$ cat src/rtl/sdfp_pkg.sv
package sdfp_pkg;

  // Sizes of the dimmer.
  localparam int unsigned SeqLen    = 32;
  localparam int unsigned Slots     = 8;
  localparam int unsigned DutyFull  = 8191;

  localparam int unsigned LevelW    = 6;
  localparam int unsigned SlotW     = 3;
  localparam int unsigned DutyW     = 13;
  localparam int unsigned SeqShift  = $clog2(SeqLen);
  localparam int unsigned ProdW     = LevelW + 16;

  localparam logic [1:0]  FadeDivLast = 2'd3;
  localparam logic [1:0]  IdDivLast   = 2'd3;

  // Input commands.
  localparam logic [1:0] CMD_TICK  = 2'd0;
  localparam logic [1:0] CMD_SET   = 2'd1;
  localparam logic [1:0] CMD_APPLY = 2'd2;
  localparam logic [1:0] CMD_FADE  = 2'd3;

  // Configuration register indexes.
  typedef enum logic [1:0] {
    CFG_MAX_LEVEL    = 2'd0,
    CFG_ID_SLOT      = 2'd1,
    CFG_NATURAL_SLOT = 2'd2,
    CFG_ENV_SLOT     = 2'd3
  } cfg_reg_e;

  typedef struct packed {
    logic [1:0] command;
    logic [7:0] level;
  } sdfp_in_t;

  typedef struct packed {
    logic              duty_write;
    logic [DutyW-1:0]  duty_value;
    logic              id_due;
    logic              natural_due;
    logic              env_due;
    logic [LevelW-1:0] light_now;
    logic [SlotW-1:0]  slot_now;
  } sdfp_out_t;

  typedef struct packed {
    logic [LevelW-1:0] max_level;
    logic [SlotW-1:0]  id_slot;
    logic [SlotW-1:0]  natural_slot;
    logic [SlotW-1:0]  env_slot;
  } sdfp_cfg_t;

  // Working state of the dimmer. A cleared duty_valid means no duty has
  // been written since reset.
  typedef struct packed {
    logic              skip_phase;
    logic [SlotW-1:0]  slot;
    logic [1:0]        fade_div;
    logic [1:0]        id_div;
    logic              natural_div;
    logic              update_div;
    logic [LevelW-1:0] light;
    logic [LevelW-1:0] target;
    logic [LevelW-1:0] on_count;
    logic              duty_valid;
    logic [DutyW-1:0]  duty;
  } sdfp_state_t;

  localparam sdfp_cfg_t CFG_RESET = '{
    max_level:    LevelW'(32),
    id_slot:      SlotW'(0),
    natural_slot: SlotW'(1),
    env_slot:     SlotW'(2)
  };

  localparam sdfp_state_t STATE_RESET = '0;

  // Next slot on the ring.
  function automatic logic [SlotW-1:0] slot_next(input logic [SlotW-1:0] slot);
    logic [SlotW-1:0] r;
    if (slot == SlotW'(Slots - 1)) begin
      r = '0;
    end else begin
      r = slot + 1'b1;
    end
    return r;
  endfunction

  // Duty for an ON count: count * full scale / sequence length.
  function automatic logic [DutyW-1:0] duty_of(input logic [LevelW-1:0] count);
    logic [ProdW-1:0] prod;
    prod = ProdW'(count) * ProdW'(DutyFull);
    return DutyW'(prod >> SeqShift);
  endfunction

endpackage

$ cat src/rtl/slotted_dimmer_fade_pwm.sv
// Input transactions pass through the input register, then the result register.
// Throughput: one transaction per cycle unless the result side stalls; the input
// and result registers each take a new transaction when the next stage moves.
// Reset (rst_ni low, asynchronous) empties both stages, restores the
// configuration defaults and clears the dimmer state; no duty is written yet.
module slotted_dimmer_fade_pwm (
  input  logic                clk_i,
  input  logic                rst_ni,
  input  logic                in_valid_i,
  output logic                in_ready_o,
  input  sdfp_pkg::sdfp_in_t  in_data_i,
  output logic                out_valid_o,
  input  logic                out_ready_i,
  output sdfp_pkg::sdfp_out_t out_data_o,
  input  logic                cfg_valid_i,
  output logic                cfg_ready_o,
  input  logic [1:0]          cfg_index_i,
  input  logic [5:0]          cfg_data_i
);
  import sdfp_pkg::*;

  logic        in_valid_q;
  sdfp_in_t    in_q;
  logic        out_valid_q;
  sdfp_out_t   out_q;
  sdfp_cfg_t   cfg_q, cfg_d;
  sdfp_state_t state_q, state_d;
  sdfp_out_t   res;
  logic        adv;
  logic        step;

  // The result register moves when empty or taken; the input stage follows.
  assign adv        = !out_valid_q || out_ready_i;
  assign step       = in_valid_q && adv;
  assign in_ready_o = !in_valid_q || adv;

  sdfp_step u_step (
    .cfg_i  (cfg_q),
    .cur_i  (state_q),
    .item_i (in_q),
    .nxt_o  (state_d),
    .res_o  (res)
  );

  // Input register.
  always_ff @(posedge clk_i or negedge rst_ni) begin
    if (!rst_ni) begin
      in_valid_q <= 1'b0;
    end else if (in_ready_o) begin
      in_valid_q <= in_valid_i;
    end
  end

  always_ff @(posedge clk_i) begin
    if (in_valid_i && in_ready_o) begin
      in_q <= in_data_i;
    end
  end

  // Dimmer state advances once per transaction leaving the input register.
  always_ff @(posedge clk_i or negedge rst_ni) begin
    if (!rst_ni) begin
      state_q <= STATE_RESET;
    end else if (step) begin
      state_q <= state_d;
    end
  end

  // Result register.
  always_ff @(posedge clk_i or negedge rst_ni) begin
    if (!rst_ni) begin
      out_valid_q <= 1'b0;
    end else if (adv) begin
      out_valid_q <= in_valid_q;
    end
  end

  always_ff @(posedge clk_i) begin
    if (step) begin
      out_q <= res;
    end
  end

  assign out_valid_o = out_valid_q;
  assign out_data_o  = out_q;

  // Configuration registers.
  assign cfg_ready_o = 1'b1;

  always_comb begin
    cfg_d = cfg_q;
    if (cfg_valid_i) begin
      unique case (cfg_reg_e'(cfg_index_i))
        CFG_MAX_LEVEL:    cfg_d.max_level    = cfg_data_i[LevelW-1:0];
        CFG_ID_SLOT:      cfg_d.id_slot      = cfg_data_i[SlotW-1:0];
        CFG_NATURAL_SLOT: cfg_d.natural_slot = cfg_data_i[SlotW-1:0];
        CFG_ENV_SLOT:     cfg_d.env_slot     = cfg_data_i[SlotW-1:0];
        default:          cfg_d              = cfg_q;
      endcase
    end
  end

  always_ff @(posedge clk_i or negedge rst_ni) begin
    if (!rst_ni) begin
      cfg_q <= CFG_RESET;
    end else begin
      cfg_q <= cfg_d;
    end
  end

`ifndef SYNTHESIS
  // At most one slot strobe fires for a result.
  assert property (@(posedge clk_i) disable iff (!rst_ni)
    out_valid_o |-> $onehot0({out_data_o.id_due, out_data_o.natural_due,
                              out_data_o.env_due}))
    else $error("more than one slot strobe in a result");

  // The dimmer state only changes when a transaction is processed.
  assert property (@(posedge clk_i) disable iff (!rst_ni)
    !step |=> $stable(state_q))
    else $error("dimmer state changed without a transaction");

  // A duty write leaves the written flag set.
  assert property (@(posedge clk_i) disable iff (!rst_ni)
    out_valid_o && out_data_o.duty_write |-> state_q.duty_valid)
    else $error("duty written but no duty recorded");

  // A held transaction in the input register does not change.
  assert property (@(posedge clk_i) disable iff (!rst_ni)
    in_valid_q && !adv |=> $stable(in_q) && in_valid_q)
    else $error("stalled input register changed");
`endif

endmodule

$ cat src/rtl/sdfp_step.sv
module sdfp_step (
  input  sdfp_pkg::sdfp_cfg_t   cfg_i,
  input  sdfp_pkg::sdfp_state_t cur_i,
  input  sdfp_pkg::sdfp_in_t    item_i,
  output sdfp_pkg::sdfp_state_t nxt_o,
  output sdfp_pkg::sdfp_out_t   res_o
);
  import sdfp_pkg::*;

  logic             fade;
  logic             latch;
  logic             apply;
  logic             id_due;
  logic             natural_due;
  logic             env_due;
  logic             write;
  logic [DutyW-1:0] duty;
  sdfp_state_t      nxt;

  always_comb begin
    nxt         = cur_i;
    fade        = 1'b0;
    latch       = 1'b0;
    apply       = 1'b0;
    id_due      = 1'b0;
    natural_due = 1'b0;
    env_due     = 1'b0;
    write       = 1'b0;

    // Command decode: which of the fade, latch and duty steps run.
    unique case (item_i.command)
      CMD_TICK: begin
        if (!cur_i.skip_phase) begin
          nxt.skip_phase = 1'b1;
        end else begin
          nxt.skip_phase = 1'b0;
          if (cur_i.fade_div == FadeDivLast) begin
            nxt.fade_div = '0;
            fade         = 1'b1;
          end else begin
            nxt.fade_div = cur_i.fade_div + 1'b1;
          end

          // Slot strobes; the id slot has priority, then the natural slot.
          if (cur_i.slot == cfg_i.id_slot) begin
            if (cur_i.id_div == IdDivLast) begin
              nxt.id_div = '0;
              id_due     = 1'b1;
            end else begin
              nxt.id_div = cur_i.id_div + 1'b1;
            end
          end else if (cur_i.slot == cfg_i.natural_slot) begin
            nxt.natural_div = ~cur_i.natural_div;
            natural_due     = cur_i.natural_div;
          end else if (cur_i.slot == cfg_i.env_slot) begin
            env_due = 1'b1;
          end

          nxt.update_div = ~cur_i.update_div;
          latch          = cur_i.update_div;
          apply          = cur_i.update_div;
        end
        nxt.slot = slot_next(cur_i.slot);
      end
      CMD_SET: begin
        if (item_i.level > {2'b00, cfg_i.max_level}) begin
          nxt.target = cfg_i.max_level;
        end else begin
          nxt.target = item_i.level[LevelW-1:0];
        end
      end
      CMD_APPLY: begin
        apply = 1'b1;
      end
      CMD_FADE: begin
        fade = 1'b1;
      end
      default: begin
        apply = 1'b0;
      end
    endcase

    // One fade step toward the target.
    if (fade) begin
      if (cur_i.light < cur_i.target) begin
        nxt.light = cur_i.light + 1'b1;
      end else if (cur_i.light > cur_i.target) begin
        nxt.light = cur_i.light - 1'b1;
      end
    end

    // The ON count is taken from the level after this tick's fade.
    if (latch) begin
      if (nxt.light < LevelW'(SeqLen)) begin
        nxt.on_count = nxt.light;
      end else begin
        nxt.on_count = LevelW'(SeqLen);
      end
    end

    // Duty write, only when no duty has been written yet or the value differs from the last one written.
    duty = duty_of(nxt.on_count);
    if (apply && (!cur_i.duty_valid || duty != cur_i.duty)) begin
      write          = 1'b1;
      nxt.duty_valid = 1'b1;
      nxt.duty       = duty;
    end
  end

  assign nxt_o = nxt;

  assign res_o = '{
    duty_write:  write,
    duty_value:  nxt.duty_valid ? nxt.duty : '0,
    id_due:      id_due,
    natural_due: natural_due,
    env_due:     env_due,
    light_now:   nxt.light,
    slot_now:    nxt.slot
  };

endmodule

$ cat config.mk
export PLATFORM = sky130hd
export DESIGN_NAME = slotted_dimmer_fade_pwm
export DESIGN_NICKNAME = d
export VERILOG_FILES = /design/src/rtl/sdfp_pkg.sv /design/src/rtl/slotted_dimmer_fade_pwm.sv /design/src/rtl/sdfp_step.sv
export SDC_FILE = /design/constraint.sdc
export NUM_CORES = 1
export LEC_CHECK = 0
export BUFFER_PORTS_ARGS = -buffer_cell sky130_fd_sc_hd__buf_4
export CAP_MARGIN = 25
export CELL_PAD_IN_SITES_DETAIL_PLACEMENT = 1
export CELL_PAD_IN_SITES_GLOBAL_PLACEMENT = 1
export CORE_ASPECT_RATIO = 1.75
export CORE_MARGIN = 2
export CORE_UTILIZATION = 52
export DETAILED_ROUTE_END_ITERATION = 7
export GPL_TIMING_DRIVEN = 0
export HOLD_SLACK_MARGIN = 0.1
export PLACE_DENSITY_LB_ADDON = 0.1
export SLEW_MARGIN = 20
export SYNTH_ARGS = -nofsm -noshare
export SYNTH_HDL_FRONTEND = slang
export SYNTH_SLANG_ARGS = --single-unit
$ cat constraint.sdc
create_clock -name clk_i -period 23 [get_ports clk_i]
set_clock_uncertainty 0.15 [all_clocks]
set_input_delay 4.6 -clock clk_i [delete_from_list [all_inputs] [get_ports clk_i]]
set_output_delay 4.6 -clock clk_i [all_outputs]
set_load 0.01 [all_outputs]
==> flow_summary.yaml <==
cts:
  path_clk_slew_ns: 0.08
  cts-htree-levels: 3
  cts_inserted_buffers: 9
  clockBufferDepth: 2
  clockRootBuffer: "sky130_fd_sc_hd__clkbuf_16"
  cts_tree: "built"
  cts_repair_resize_count: 0
  hold_buf_count_cts: 0
  clock_latency_ns: 0.36
  post_cts.repair.setup_buffers: 0
  clock_sink_count: 95
setup_path:
  path_common_cell: "sky130_fd_sc_hd__buf_4"
  worst_path_required_time_ns: 18.25
  regToRegStartpoint: "state_q[27]"
  reg2regPathDepth: 27
  worst_setup_path_endpoint: "in_ready_o"
  timing.critical_path.from_type: "input pin"
  path_cells: "buf_4 > nand3b_1 > buf_4"
  cpPeakStageDelay_ns: 0.20
  timing.critical_path.fanout_max: 3
  timing.setup.critical_path_class: "input pin to output pin"
  cp_slowest_cell: "sky130_fd_sc_hd__nand3b_1"
  worst_r2r_endpoint: "out_data_o[14]"
  critPathLaunch: "out_ready_i"
  timing.critical_path.to_type: "output pin"
  critPathArrivalTime_ns: 5.08
  r2r_slack_ns: 14.05
route:
  vias_per_cell: 6.05
  routed-via-count: 4904
  drt.antenna.violating_nets: 0
  wl_per_cell_um: 19.8
  drtIter0Drc: 135
  route.detailed.drc: 0
  dr.pass1.iters: 4
  drt-total-wl_um: 16000
sta:
  final-max-slew-violation-count: 0
  setup_viol: 0
  min_period_over_period_pct: 42.7
  achievable-frequency_ghz: 0.102
  final_hold_viol_count: 0
  finalCriticalPeriod_ns: 9.83
  tightestPinTransition_ns: 0.824
  rsz0062_at_grt: "false"
  setup_ws_ns: 13.17
  final.setup.tns_ns: 0
  timing.slew.headroom_pct: 45.0
die:
  die_w_um: 87.3
  design.portCount: 52
  die_area_sq_mm: 0.0131
  placementRows: 53
  die_boundary_height_um: 150
  core_sq_mm: 0.0119
  initial_utilization_pct: 52.9
logic_synthesis:
  syn-mean-instance-area_sq_um: 10.4
  netlist_instances: 606
  synth_async_sr_flop_share_pct: 62.1
  yosys-top-cells-area: "sky130_fd_sc_hd__dfrtp_1 (22%), sky130_fd_sc_hd__edfxtp_1 (17%), sky130_fd_sc_hd__ha_1 (7.9%), sky130_fd_sc_hd__fa_1 (4.4%), sky130_fd_sc_hd__xnor2_1 (4.2%)"
  ys.warnings.count: 0
  synth-edff-count: 36
  yosysSeqAreaShare_pct: 40.5
  mappedNetlistNets: 683
  synth_area_sq_mm: 0.00632
  synth_largest_type_area_fraction_pct: 22.2
  dominantRegCellSynth: "sky130_fd_sc_hd__dfrtp_1"
  register_bit_total_from_synthesis: 95
  yosys.cell_types.count: 74
  synthDominantAreaCellType: "sky130_fd_sc_hd__dfrtp_1"
layout:
  diodes: 0
  finalNetCount: 745
  drive_gt1_share_pct: 18.7
  areaGrowthSynthToFinish_pct: 13.8
grt:
  overflow: 0
  grt_usage_pct: 25.8
  grt_pass1_vias: 5390
  antenna_violations_before_repair: 0
  global_route_wire_length_before_repair_um: 26100
  grt_max_degree: 60
placement:
  port_buffer_cells: 50
  detailedPlace.worstSlack_ns: 13.17
  place.gp.congestion: 0.886
  hpwl_um: 12200
hold_path:
  hold_path_class: "flip-flop to flip-flop"
  min_from: "state_q[33]"
run:
  drv_cap: 0
outcome:
  run_status: "complete, no violations"
-- critical path: cells and delay by family --
family	cells	cell delay, ns
buffers and inverters	2	0.28
and+or+nand+nor	1	0.20
-- kinds of logic (layout without fill, tap and decap cells) --
group | count (synthesis) | count (layout) | synth area share [%]
AND/OR/NAND/NOR | 173 | 173 | 15.2
AO/OA/AOI/OAI | 134 | 134 | 15.4
flip-flops | 95 | 95 | 40.5
buffers and inverters | 75 | 142 | 4.97
adder cells (fa/ha/maj) | 54 | 54 | 12.4
XOR/XNOR | 40 | 40 | 5.76
multiplexers | 34 | 34 | 5.80
other | 1 | 1 | 0.0593
-- metrics by stage --
stage / instance area (sq um) / cells / hold slack, ns / util, %
after floorplan: 6320 / 606 / 0.287 / -
after global placement: 6870 / 793 / 0.304 / 57.5
after detailed placement: 6900 / 794 / 0.327 / 57.8
after CTS: 7190 / 810 / 0.341 / 60.2
after global routing: 7190 / 810 / 0.349 / 60.3
final: 7190 / 810 / 0.335 / 60.3
-- synthesized netlist by cell type (4+ instances only) --
library cell / count
sky130_fd_sc_hd__a21o_1: 15
sky130_fd_sc_hd__a21oi_1: 18
sky130_fd_sc_hd__a221o_1: 7
sky130_fd_sc_hd__a22o_1: 5
sky130_fd_sc_hd__a31o_2: 7
sky130_fd_sc_hd__a31oi_1: 6
sky130_fd_sc_hd__and2_1: 8
sky130_fd_sc_hd__and3_1: 14
sky130_fd_sc_hd__clkbuf_1: 22
sky130_fd_sc_hd__dfrtp_1: 56
sky130_fd_sc_hd__edfxtp_1: 36
sky130_fd_sc_hd__fa_1: 14
sky130_fd_sc_hd__ha_1: 40
sky130_fd_sc_hd__inv_1: 44
sky130_fd_sc_hd__mux2_2: 21
sky130_fd_sc_hd__mux2i_1: 13
sky130_fd_sc_hd__nand2_1: 52
sky130_fd_sc_hd__nand2b_1: 7
sky130_fd_sc_hd__nand3_1: 12
sky130_fd_sc_hd__nand3b_1: 4
sky130_fd_sc_hd__nand4_1: 5
sky130_fd_sc_hd__nor2_1: 22
sky130_fd_sc_hd__nor2b_1: 7
sky130_fd_sc_hd__nor3_1: 13
sky130_fd_sc_hd__nor3b_1: 5
sky130_fd_sc_hd__o211a_1: 6
sky130_fd_sc_hd__o21a_1: 5
sky130_fd_sc_hd__o21ai_0: 35
sky130_fd_sc_hd__or3_1: 5
sky130_fd_sc_hd__xnor2_1: 30
sky130_fd_sc_hd__xor2_1: 9
-- cells in the final DEF, fill, tap and decap left out, types with 21 or more instances in the layout --
| cell type | n |
|---|---|
| sky130_fd_sc_hd__clkbuf_1 | 21 |
| sky130_fd_sc_hd__nand2_1 | 52 |
| sky130_fd_sc_hd__dfrtp_1 | 56 |
| sky130_fd_sc_hd__ha_1 | 40 |
| sky130_fd_sc_hd__mux2_2 | 21 |
| sky130_fd_sc_hd__inv_1 | 44 |
| sky130_fd_sc_hd__edfxtp_1 | 36 |
| sky130_fd_sc_hd__buf_4 | 52 |
| sky130_fd_sc_hd__o21ai_0 | 35 |
| sky130_fd_sc_hd__nor2_1 | 22 |
| sky130_fd_sc_hd__xnor2_1 | 30 |
-- sequential cells by signal, indices dropped and copies added (netlist names) --
name,count
out_data_o,26
state_q,42
cfg_q,15
in_q,10
in_valid_q,1
out_valid_o,1
-- layer usage --
metal | track usage (%) | vias to the layer above | wire length (um)
met3 | 4.08 | 42 | 347
met4 | 11.5 | 0 | 627
met1 | 25.3 | 2491 | 5740
li1 | - | 2285 | -
met2 | 50.8 | 86 | 9310
met5 | 0 | - | 0
-- layout make-up --
class | count | area [sq um]
Buffer | 30 | 146
Clock buffer | 9 | 225
Clock inverter | 7 | 67.6
Fill cell | 1328 | 4740
Inverter | 45 | 169
Multi-Input combinational cell | 436 | 3450
Sequential cell | 95 | 2560
Tap cell | 137 | 171
Timing Repair Buffer | 51 | 403
-- worst min-delay path by stage --
stage                       end  slack [ns]  depth (start not counted)
floorplan           state_q[33]        0.29                          1
global placement    state_q[33]        0.30                          1
detailed placement  out_valid_o        0.33                          1
CTS                 state_q[33]        0.34                          1
global route        state_q[33]        0.35                          1
finish              state_q[33]        0.33                          1
Power is not shown: default switching activity piles up to over one toggle a cycle in this logic, so the estimate is an artifact.
